**src/rtl/even_spacing_distributor_defines.svh**
```systemverilog
// Assertion macros shared by the even spacing distributor RTL
`ifndef EVEN_SPACING_DISTRIBUTOR_DEFINES_SVH
`define EVEN_SPACING_DISTRIBUTOR_DEFINES_SVH

// Checked on every clock edge outside reset
`define ESD_ASSERT(label, prop) \
  label: assert property (@(posedge clk) disable iff (rst) prop) \
    else $error("even_spacing_distributor check failed");

// Checked on every clock edge, reset included
`define ESD_ASSERT_ALWAYS(label, prop) \
  label: assert property (@(posedge clk) prop) \
    else $error("even_spacing_distributor check failed");

`endif

```
**src/rtl/esd_div.sv**
```systemverilog
// Restoring divider, one quotient bit per cycle
module esd_div #(
  parameter int NW = 33,
  parameter int DW = 7
) (
  input  logic          clk,
  input  logic          rst,
  input  logic          start,
  input  logic [NW-1:0] num,
  input  logic [DW-1:0] den,
  output logic          done,
  output logic [NW-1:0] quot
);
  localparam int CW = $clog2(NW + 1);

  logic [NW-1:0] num_sh;
  logic [DW-1:0] den_r;
  logic [DW-1:0] rem;
  logic [DW:0]   trial;
  logic [CW-1:0] steps;
  logic          busy;
  logic          fits;

  assign trial = {rem, num_sh[NW-1]};
  assign fits  = trial >= {1'b0, den_r};

  // one step per cycle, MSB first
  always_ff @(posedge clk) begin
    if (rst) begin
      busy <= 1'b0;
      done <= 1'b0;
    end else begin
      done <= 1'b0;
      if (start) begin
        busy <= 1'b1;
      end else if (busy && steps == CW'(NW - 1)) begin
        busy <= 1'b0;
        done <= 1'b1;
      end
    end
    if (start) begin
      num_sh <= num;
      den_r  <= den;
      rem    <= '0;
      steps  <= '0;
    end else if (busy) begin
      num_sh <= {num_sh[NW-2:0], 1'b0};
      rem    <= fits ? DW'(trial - {1'b0, den_r}) : trial[DW-1:0];
      quot   <= {quot[NW-2:0], fits};
      steps  <= steps + CW'(1);
    end
  end

endmodule
```
**config.mk**
```make
export PLATFORM = sky130hd
export DESIGN_NAME = esd_div
export DESIGN_NICKNAME = d
export VERILOG_FILES = /design/src/rtl/even_spacing_distributor_defines.svh /design/src/rtl/esd_div.sv
export SDC_FILE = /design/constraint.sdc
export NUM_CORES = 1
export LEC_CHECK = 0
export ABC_AREA = 0
export BUFFER_PORTS_ARGS = -buffer_cell sky130_fd_sc_hd__clkbuf_2
export CAP_MARGIN = 20
export CORE_MARGIN = 1
export CORE_UTILIZATION = 40
export CTS_CLUSTER_DIAMETER = 120
export DETAILED_ROUTE_END_ITERATION = 10
export PLACE_DENSITY_LB_ADDON = 0.12
export SYNTH_ARGS = -nofsm -noshare
export SYNTH_HDL_FRONTEND = slang
export SYNTH_SLANG_ARGS = --single-unit
```
**constraint.sdc**
```tcl
create_clock -name clk -period 5.05 [get_ports clk]
set_input_delay 0.2525 -clock clk [delete_from_list [all_inputs] [get_ports clk]]
set_output_delay 0.2525 -clock clk [all_outputs]
set_load 0.01 [all_outputs]
```
* Yosys cells after proc, flatten, opt, wreduce, memory -nomap -nowiden
Index checks and enable logic that the tools add are counted.
** Word-level totals
- Register bits after elaboration :: 88
- Bits in read-only memories :: 0
- RAM bits :: 0
- Memories kept :: 0
- Bits in latches :: 0
- Output and inout port bits :: 34
- Bits of input ports :: 43
** Operators by class
- Div/mod/pow operators :: 0
- Multipliers :: 0
- Bitwise logic cells :: 1
- Add/sub/neg operators :: 2
- Order comparisons :: 1
- Equal/unequal tests :: 1
- Muxes and demuxes :: 6
- Shift operators :: 0
- Reduce and logical (&&, ||, !) cells :: 5
** Operator list (number)
- $mux 33 :: 2
- $ge 8x7->1 :: 1
- $mux 7 :: 1
- $sub 7x7->7 :: 1
- $add 6x1->6 const B :: 1
- $eq 6x6->1 const B :: 1
- $reduce_bool 2->1 :: 2
- $mux 1 :: 3
- $reduce_and 2->1 :: 1
- $reduce_or 2->1 :: 1
- $logic_and 1x1->1 :: 1
- $not 1->1 :: 1

* Depth between registers and ports, before layout
- Depth after elaboration :: 4
- Gate-level depth with buffers :: 9

* Worst setup path after synthesis
OpenSTA, ideal clock, no wires.
- Kind :: input to register
- Start :: input port start
- End :: register rem[5]
- Slack :: 2765 ps
- Cell stages on the path :: 6
- Path buffers :: 2
- Data arrival time :: 2205 ps
- Setup time :: 80 ps
- Data required time :: 4970 ps
- Cell sequence :: clkbuf_1 > nand2b_1 > inv_1 > clkbuf_1 > o221ai_1 > o211ai_1
** RTL lines
- start: declaration :: RTL line esd_div.sv:8 : input logic start,
- end signal: assignment :: RTL line esd_div.sv:48 : rem <= fits ? DW'(trial - {1'b0, den_r}) : trial[DW-1:0];
- end: declaration :: RTL line esd_div.sv:18 : logic [DW-1:0] rem;

* Final worst setup path
- Start :: register num_sh[32]
- End :: register rem[0]
** Between the ends
- Word-level cells in the longest chain between the ends :: 2
- Elaborated cells between the ends (all ways) :: 3
** Ends and longest elaborated chain
- start: declaration :: RTL line esd_div.sv:16 : logic [NW-1:0] num_sh;
- start signal: assignment :: RTL line esd_div.sv:42 : num_sh <= num;
- start signal: assignment :: RTL line esd_div.sv:47 : num_sh <= {num_sh[NW-2:0], 1'b0};
- $sub 7x7->7 or $ge 8x7->1 (tied branches) :: RTL line esd_div.sv:48, esd_div.sv:25
- $mux 7 (*) :: RTL line esd_div.sv:48
Every way passes the cells marked *; elsewhere a longest branch is shown, timed or not.
A chain may end at the register's enable or synchronous reset.

==> results.md <==
- Reg2reg start: num_sh[32]
- Inserted Diodes: 0
- Critical Path Source: num_sh[32]
- Core box area: between 0.008 and 0.009 mm2
- Distinct cells, synth: between 40 and 50
- Die area: roughly 0.0095 mm2
- Vias in the first global route: 2106
- CTS Buffer Depth: 2
- Worst Path Buf+Inv: 1
- GRT met3 Usage: approximately 5.5%
- Shortest period the worst path allows: approximately 2.2 ns
- Initial Util: between 40% and 50%
- Period utilisation layout: between 40 and 50%
- CTS root buf: clkbuf_8
- Antenna Nets Post-Route: 0
- IO Port Bufs: 76
- Post-Route Utilization: approximately half
- Final setup vio count: 0
- Busiest grt layer: met2
- Htree depth: 3
- CP max FO: 9
- Final hold vios: 0
- Post-CTS setup buffer count: 0
- Clk_lat worst skew: around 0.35 ns
- Commonest non-fill, non-tap cell in the layout: clkbuf_2
- Hold_sp: den[3]
- Post-synth EDFFs: 73
- Fin cells: 430
- Post-synthesis register bit count: 88
- Via count: between 2000 and 2500
- Die Wd: between 90 and 100 um
- Placed inst area: a little over 0.004 mm2
- Critical-path top delay cell: fa_1
- Clock sinks: 88
- NumNets Final: roughly 370
- Fin area: around 0.0043 mm2
- WS Path Type: register to register
- DR vias/cell: around 5.0
- Yosys warns: 0
- CP endpoint kind: register
- Slew margin rel.: between 60 and 70%
- GRT Residual Overflow: 0
- Share of layout cells above drive strength 1: around two fifths
- Fmax: about 0.45 GHz
- First-pass GRT wire length: about 10000 um
- Most frequent cells in the layout: clkbuf_2, edfxtp_1, mux2_2, dfxtp_1, inv_1
- Worst-path clk slew: roughly 0.09 ns
- CP delay by family, top: adder cells
- Final Skew: 0.009723 ns
- Total track usage: between 10% and 20%
- Final Max Tran Viols: 0
- CTS Buf Count: 9
- P_leak: about 1.7 nW
- Sum of negative setup slack: 0 ns
- Num rows: 34
- Critical path arrival: roughly 2.5 ns
- CP peak stage delay: ~0.37 ns
- Post-cts sizing count: 0
- Io pins: 77
- Final Total Pwr: ~1.5 mW
- Initial DRC Count: 70
- Primary FF master, synth: edfxtp_1
- Placer Congestion: 0.7935
- Critical Path Start Type: register
- Crit-path cells: inv_1, ha_1, fa_1, nor2b_1, o22ai_4, a31oi_4, or2_1, a311oi_1
- Syn_area_per_cell: between 15 and 20 um2
- Slew at the pin closest to its max-slew limit: 0.5045 ns
- Post-Syn Instances: 238
- Layout area overhead: 18.88%
- CP required: about 5.3 ns
- Iteration count of the initial detailed-routing pass: 4
- CTS tree: done
- Post-DP HPWL: ~4100 um
- # hold bufs at CTS: 0
- Initial antenna violation count: 0
- Routed WL: 6110 um
- # DRC: 0
- Post-Place Cells: roughly 420
- VDD IR max: around 0.00022 V
- Hold Crit Class: input port to register
- Net Count, Synth: 291
- Sequential-to-total area share from yosys stat: approximately two thirds
- Pwr/cell area: around 340 mW/mm2
- Max-Cap Viols: 0
- Grt met2 use: between 20% and 30%
- Largest net degree at the start of global routing: 44
- Status: completed
- Ys async rst share: 0%
- M1 GR Usage: a little under a fifth
- Die Ht: 97.28 um
- Mapped Area: 0.003631 mm2
- Unrepaired setup endpoints after global routing: false
- DR WL/cell: roughly 14 um
==> registers in the layout, summed over array words and instances (netlist names) <==
name / cells
num_sh: 33
quot: 33
den_r: 7
rem: 7
steps: 6
busy: 1
done: 1
==> metrics by stage <==
stage	setup slack [ns]	hold WS (ns)
floorplan	2.765	0.3249
global placement	2.889	0.4306
detailed placement	2.815	0.4310
CTS	2.789	0.05460
global route	2.617	0.05123
finish	2.813	0.07707
==> power by group <==
part           total [mW]  internal [mW]  switching [mW]
sequential          0.859          0.840          0.0187
clock               0.474          0.228           0.246
combinational       0.139         0.0683          0.0707
==> cell type report <==
type,count,area (um2)
sequential,88,2492
fill,802,4447
clock inverter,6,70.07
tap,108,135.1
multi-input combinational,126,1040
timing repair buffer,79,402.9
clock buffer,9,123.9
inverter,14,52.55
==> cells by family after synthesis <==
kind of cell | after synthesis | share of synthesized area [%]
AO/OA/AOI/OAI | 28 | 6.030
XOR/XNOR | 6 | 1.447
adder cells (fa/ha/maj) | 10 | 3.653
buffers and inverters | 24 | 2.722
flip-flops | 88 | 68.64
multiplexers | 35 | 10.75
AND/OR/NAND/NOR | 47 | 6.754
==> cells in the mapped netlist (2+ instances only) <==
master	n	area, um2
mux2i_1	3	30.03
nor2_1	10	37.54
xnor2_1	2	17.52
inv_1	14	52.55
edfxtp_1	73	2192
nor3b_1	2	15.01
o21ai_0	4	20.02
xor2_1	4	35.03
nor2b_1	2	12.51
mux2_2	32	360.4
a31oi_1	2	12.51
clkbuf_1	7	26.28
dfxtp_1	15	300.3
nand2_1	13	48.80
nand4_1	3	18.77
ha_1	9	112.6
nand2b_1	3	18.77
or3_1	3	18.77
nor4b_1	2	17.52
a21oi_1	5	25.02
nand3b_1	2	15.01
o221ai_1	2	17.52
nor3_1	3	15.01
o211ai_1	6	45.04
==> worst paths after layout <==
check / endpoint / slack (ns) / cells after the start
max reg2reg: rem[0] / 2.81 / 8
min: den_r[3] / 0.08 / 1
max: rem[0] / 2.81 / 8
min reg2reg: quot[12] / 0.45 / 0
==> layer usage <==
layer  routed length, um  share of wire [%]
met2                2703                 44
met3                 449                7.3
met5                   0                  0
met4                  59               0.97
met1                2899                 47
Power figures use the tool's default switching activity.
