===== config.mk =====
export PLATFORM = sky130hd
export DESIGN_NAME = esd_cell
export DESIGN_NICKNAME = d
export VERILOG_FILES = /design/src/rtl/even_spacing_distributor_defines.svh /design/src/rtl/esd_pkg.sv /design/src/rtl/esd_cell.sv
export SDC_FILE = /design/constraint.sdc
export NUM_CORES = 1
export LEC_CHECK = 0
export BUFFER_PORTS_ARGS = -buffer_cell sky130_fd_sc_hd__buf_4
export CORE_MARGIN = 4
export CORE_UTILIZATION = 46
export CTS_CLUSTER_SIZE = 28
export DETAILED_ROUTE_END_ITERATION = 8
export PLACE_DENSITY = 0.79
export SLEW_MARGIN = 10
export SYNTH_ARGS = -nofsm -noshare
export SYNTH_HDL_FRONTEND = slang
export SYNTH_SLANG_ARGS = --single-unit
export TNS_END_PERCENT = 30

===== constraint.sdc =====
create_clock -name clk -period 3.5 [get_ports clk]
set_input_delay 0.525 -clock clk [delete_from_list [all_inputs] [get_ports clk]]
set_output_delay 0.525 -clock clk [all_outputs]
set_load 0.005 [all_outputs]

===== src/rtl/even_spacing_distributor_defines.svh =====
// Assertion macros shared by the even spacing distributor RTL
`ifndef EVEN_SPACING_DISTRIBUTOR_DEFINES_SVH
`define EVEN_SPACING_DISTRIBUTOR_DEFINES_SVH

// Checked on every clock edge outside reset
`define ESD_ASSERT(label, prop) \
  label: assert property (@(posedge clk) disable iff (rst) prop) \
    else $error("even_spacing_distributor check failed");

// Checked on every clock edge, reset included
`define ESD_ASSERT_ALWAYS(label, prop) \
  label: assert property (@(posedge clk) prop) \
    else $error("even_spacing_distributor check failed");

`endif


===== src/rtl/esd_pkg.sv =====
// Package: widths and types shared by the even spacing distributor
package esd_pkg;

  localparam int SUM_W   = 25;  // min+max edge sum, signed
  localparam int EDGE_W  = 24;
  localparam int IDX_W   = 6;   // box index and rank
  localparam int CNT_W   = 7;   // box count, holds 64
  localparam int NUM_W   = 33;  // 2*rank*span + den
  localparam int DEN_W   = 7;   // 2*(n-1)
  localparam int SHIFT_W = 26;
  localparam int MIN_SPREAD = 3;

  // Box travelling down the cell row while the set loads
  typedef struct packed {
    logic                    valid;
    logic signed [SUM_W-1:0] sum;
    logic [IDX_W-1:0]        idx;
    logic [IDX_W-1:0]        rank;
  } token_t;

  // Contents of one cell
  typedef struct packed {
    logic signed [SUM_W-1:0] sum;
    logic [IDX_W-1:0]        rank;
  } cell_data_t;

endpackage


===== src/rtl/esd_cell.sv =====
// One cell of the ranking row: holds one box and ranks passing boxes against it
module esd_cell #(
  parameter int POS = 0
) (
  input  logic               clk,
  input  logic               rst,
  input  esd_pkg::token_t    tok_in,
  output esd_pkg::token_t    tok_out,
  input  logic               shift,
  input  esd_pkg::cell_data_t nb_data,
  output esd_pkg::cell_data_t data
);
  import esd_pkg::*;

  logic hit;
  logic tok_le;
  logic tok_lt;

  assign hit    = tok_in.valid && (tok_in.idx == POS[IDX_W-1:0]);
  assign tok_le = data.sum <= tok_in.sum;   // held box ranks below passing one
  assign tok_lt = tok_in.sum < data.sum;    // passing box ranks below held one

  // token moves one cell on, dies at its own cell
  always_ff @(posedge clk) begin
    if (rst) begin
      tok_out.valid <= 1'b0;
    end else begin
      tok_out.valid <= tok_in.valid && !hit;
    end
    tok_out.sum  <= tok_in.sum;
    tok_out.idx  <= tok_in.idx;
    tok_out.rank <= tok_in.rank + IDX_W'(tok_le);
  end

  // cell contents: shift during emission, deposit or rank update during load
  always_ff @(posedge clk) begin
    if (shift) begin
      data <= nb_data;
    end else if (hit) begin
      data.sum  <= tok_in.sum;
      data.rank <= tok_in.rank;
    end else if (tok_in.valid && tok_lt) begin
      data.rank <= data.rank + IDX_W'(1);
    end
  end

endmodule


# ---- Yosys cells after proc, flatten, opt, wreduce, memory -nomap -nowiden
# Cells that the tools add are included.
dict set report totals {
  ff_bits 69
  input_bits 72
  out_inout_bits 69
  wordCells 21
}
dict set report classes {
  n_addsub 2
  order_cmp 2
  mux 4
  n_reduce_logical 7
}
# op count
set op_table {}
lappend op_table {{$mux 31} 1}
lappend op_table {{$le 25x25->1} 1}
lappend op_table {{$lt 25x25->1} 1}
lappend op_table {{$mux 25} 1}
lappend op_table {{$mux 6} 2}
lappend op_table {{$add 6x1->6} 1}
lappend op_table {{$add 6x1->6 const B} 1}
lappend op_table {{$logic_not 6->1} 1}
lappend op_table {{$logic_and 1x1->1} 3}
lappend op_table {{$reduce_bool 3->1} 1}
lappend op_table {{$reduce_bool 2->1} 1}
lappend op_table {{$logic_not 1->1} 1}

# ---- Logic depth before layout (Yosys ltp)
dict set report logic_depth {
  word_depth 5
  mapped_depth 12
  ltp_nobuf 12
}

# ---- Least setup slack after synthesis
# OpenSTA, ideal clock, no wires.
dict set report synth_timing {
  path_kind {input to register}
  start {input port tok_in[36] in the netlist's numbering}
  end {register tok_out[4] in the netlist's numbering}
  setup_time_ps 72
  t_arrival_ps 2532
  required_time_ps 3428
  setup_slack_ps 896
  cell_stages 11
  n_path_buf 0
  path_cell_list {ha_1 > nand4_2 > nor4_2 > a21oi_1 > nor2_1 > nor2_1 > mux2_1 > ha_1 > ha_1 > nand3_1 > xnor2_1}
}
dict set report synth_between {
  elab_chain_cells 2
}
# item line_no
set synth_rtl {}
lappend synth_rtl {{from (decl)} esd_cell.sv:7} ;# input esd_pkg::token_t tok_in,
lappend synth_rtl {{$le 25x25->1} esd_cell.sv:20} ;# assign tok_le = data.sum <= tok_in.sum;
lappend synth_rtl {{$add 6x1->6} esd_cell.sv:32} ;# tok_out.rank <= tok_in.rank + IDX_W'(tok_le);
lappend synth_rtl {{to (decl)} esd_cell.sv:8} ;# output esd_pkg::token_t tok_out,
# No other way between the ends.
# A chain may end at the register's enable or synchronous reset.

# ---- Final worst setup path
dict set report layout_timing {
  start {register data[14] in the netlist's numbering}
  end {register tok_out[4] in the netlist's numbering}
}
dict set report layout_between {
  elab_chain_cells 2
}
# item line_no
set layout_rtl {}
lappend layout_rtl {{from (decl)} esd_cell.sv:11} ;# output esd_pkg::cell_data_t data
lappend layout_rtl {{from (signal assigned)} esd_cell.sv:38} ;# data <= nb_data;
lappend layout_rtl {{$le 25x25->1} esd_cell.sv:20}
lappend layout_rtl {{$add 6x1->6} esd_cell.sv:32}
# No other way between the ends.

==> impl_results.md <==
* Starting density of the core at 47.15%
* Achievable clock frequency at 364.0 MHz
* Net count reported at finish at 494
* Later-pin clock latency in the skew report at 0.34 ns
* Minimum clock period after layout at 2.747 ns
* Total die area at 7822 µm²
* CORE AREA at 6314 µm²
* Number of vias per cell after detailed routing at 5.021
* Top flip-flop cell by instance count after synthesis: sky130_fd_sc_hd__dfxtp_1
* Post-synth ARST share at 0%
* Number of register bits inferred by synthesis at 69
* Root buffer selected by CTS: sky130_fd_sc_hd__clkbuf_8
* Crit-path max FO at 3
* Number of setup violations in the final report at 0
* CP cell instances: inv_1 -> ha_1 -> a21oi_1 -> o21ai_0 -> nor4_1 -> nor2_1 -> nor2_1 -> mux2_1 -> ha_1 -> ha_1 -> nand3_1 -> xnor2_1
* Synthesized area at 2977 µm²
* PostCTS Resize Cnt at 0
* Number of optimization iterations in the first detailed-route pass at 4
* DIE HEIGHT at 88.44 µm
* Number of buffers inserted by post-CTS setup repair at 0
* Combined area of the multi-input logic cells at 1161 µm²
* Final clock skew at 0.01156 ns
* Gr ovfl total at 0
* Critical path's top delay family: simple AND/OR/NAND/NOR gates
* Clock transition at the registers of the reported paths at 0.08 ns
* Synth top area cells: sky130_fd_sc_hd__edfxtp_1 (31%), sky130_fd_sc_hd__dfxtp_1 (26%), sky130_fd_sc_hd__ha_1 (12%)
* Total negative slack at 0 ns
* First-pass GRT wire length at 11.51 mm
* Cell type with the highest occurrence count on the critical path: sky130_fd_sc_hd__ha_1
* Diode insertion count for antenna repair at 0
* CP Capture Type: flip-flop
* Worst Setup Start Kind: flip-flop
* Multiplexer share of the synthesized area at 10.17%
* Clock Sinks at 69
* Final wirelength at 7.323 mm
* Cells after synthesis at 247
* Required time of the critical path at 3.77 ns
* Reg2Reg Launch Point: data[14]
* Antenna violations before repair at 0
* Critical path buffer and inverter count at 1
* Adder-Cell Fraction of Synth Area at 11.77%
* Final Hold Viols at 0
* Final HPWL from detailed placement at 5.788 mm
* Number of global-route vias before repair at 2478
* Max-capacitance violation count at 0
* Post-synth top area share at 31.27%
* Routability congestion estimate from global placement at 0.7406
* Post-synthesis cell type with the largest combined area: sky130_fd_sc_hd__edfxtp_1
* Synthesized-area fraction occupied by and/or/nand/nor cells at 8.155%
* Total nets after synthesis at 347
* Post-route core utilization at 68.37%
* First-iteration detailed-routing DRC count at 70
* Number of max-slew violations in the final report at 0
* Run status: completed
* CP max-delay cell: sky130_fd_sc_hd__edfxtp_1
* Peak supply drop at 0.2868 mV
* Leakage power total at 2.052 nW
* Yosys warning count at 0
* Overall routing resource usage at 19.50%
* DRC errors left at 0
* Syn_area_per_cell at 12.05 µm²
* Path type of the worst min-delay path: input pin to flip-flop
* Mean routed wirelength per cell at 15.38 µm
* H-Tree Depth at 3
* Proportion of layout cells with a drive suffix above 1 at 45.36%
* Die extent in x at 88.44 µm
* Main combinational cell family by area after synthesis: adder cells
* Clock tree from TritonCTS: done
* Transition time of the tightest slew-check pin at 0.6379 ns
* Site row count at 29
* Parity-gate share of the synthesized area counting xor and xnor cells at 2.354%
* Post-route ant nets at 0
* I/O pin total at 141
* Count of buffers from port buffering at 140
* Synth unique cells at 30
* Worst Path Class, Setup: flip-flop to flip-flop
* Slew Limit Headroom at 57.29%
* Startpoint of the most critical hold path: tok_in[8]
* Power density normalized to cell area at 470.2 nW/µm²
* Sequential cell area at 1692 µm²
* Data arrival at the endpoint of the critical path at 3.02 ns
* Largest stage delay, worst path at 0.40 ns
* Number of enable-type register cells in the synthesized netlist at 31
* Crit share post-route at 78.49%
* RSZ-0062 raised after global routing: false
* Launch point of the worst path: data[14]
* Number of fillers in the final layout at 511
* Layout overhead on the synthesized area at 45.02%
* Largest net degree at the start of global routing at 39
* Max clock buf depth at 2
* CTS Buf Count at 9
* Sequential area share after synthesis at 56.83%
* Overall via count from detail_route at 2390
* Complex-gate fraction of the synthesized area at 6.557%
* Post-CTS Hold Buffers at 0
## flip-flops by register name, indices dropped and copies added, names as in the netlist
signal / flops
data: 31
tok_out: 38
## Yosys cell counts, types with 3 or more instances
cell type and count:
sky130_fd_sc_hd__clkbuf_1 4, sky130_fd_sc_hd__o21ai_0 14, sky130_fd_sc_hd__nand4_1 5, sky130_fd_sc_hd__xor2_1 3, sky130_fd_sc_hd__edfxtp_1 31, sky130_fd_sc_hd__nand2_1 19
sky130_fd_sc_hd__mux2_2 25, sky130_fd_sc_hd__inv_1 28, sky130_fd_sc_hd__nand3_1 6, sky130_fd_sc_hd__a21oi_1 14, sky130_fd_sc_hd__dfxtp_1 38, sky130_fd_sc_hd__ha_1 28
sky130_fd_sc_hd__nor2_1 7, sky130_fd_sc_hd__xnor2_1 5, sky130_fd_sc_hd__o21ai_1 3
## layer usage
metal | vias up | global-route usage [%] | share of wire, %
met2 | 98 | 34.53 | 51
met4 | 0 | 6.593 | 1.2
met5 | - | 0 | 0
li1 | 1168 | - | -
met3 | 8 | 8.101 | 9.8
met1 | 1116 | 21.00 | 38
## power by group
group	internal [W]	total, W	switching, W
Clock	0.000390	0.000675	0.000284
Combinational	0.000224	0.000396	0.000173
Sequential	0.000923	0.000958	0.0000355
## kinds of logic after synthesis
kind of cell | after synthesis
buf+inv | 33
simple gates | 46
fa+ha+maj | 28
mux | 27
compound gates | 36
xor+xnor | 8
flops | 69
## layout make-up
| class | instances | area share, % |
|---|---|---|
| tap | 77 | 2.232 |
| clock buffer | 9 | 2.870 |
| clock inverter | 7 | 1.855 |
| sequential | 69 | 39.19 |
| multi-input combinational | 145 | 26.90 |
| inverter | 28 | 2.435 |
| timing repair buffer | 141 | 24.52 |
## worst paths after layout
check	end	slack (ns)	cells past startpoint
min	tok_out[8]	0.30	1
max	tok_out[4]	0.75	12
max reg2reg	tok_out[4]	0.75	12
min reg2reg	data[1]	0.81	3
## placed cells by master, fill, tap and decap left out, types with 4 or more instances in the layout
cell,synthesis,layout
sky130_fd_sc_hd__buf_4,0,141
sky130_fd_sc_hd__dfxtp_1,38,38
sky130_fd_sc_hd__edfxtp_1,31,31
sky130_fd_sc_hd__inv_1,28,28
sky130_fd_sc_hd__ha_1,28,28
sky130_fd_sc_hd__mux2_2,25,25
sky130_fd_sc_hd__nand2_1,19,19
sky130_fd_sc_hd__a21oi_1,14,14
sky130_fd_sc_hd__o21ai_0,14,14
sky130_fd_sc_hd__clkbuf_8,0,9
sky130_fd_sc_hd__nor2_1,7,7
sky130_fd_sc_hd__nand3_1,6,6
sky130_fd_sc_hd__nand4_1,5,5
sky130_fd_sc_hd__xnor2_1,5,5
sky130_fd_sc_hd__clkinv_1,0,4
## stage by stage
stage	cell area [µm²]	total power (W)	hold slack, ns	worst slack, ns	cells
after floorplan	2977	0.001147	0.5527	0.8960	247
after global placement	4113	0.001362	0.6392	0.6366	460
after detailed placement	4113	0.001376	0.6404	0.5112	460
after CTS	4317	0.002052	0.2899	0.7573	476
after global routing	4317	0.002142	0.2770	0.4640	476
final	4317	0.002030	0.3048	0.7528	476
(Power assumes the default switching activity.)
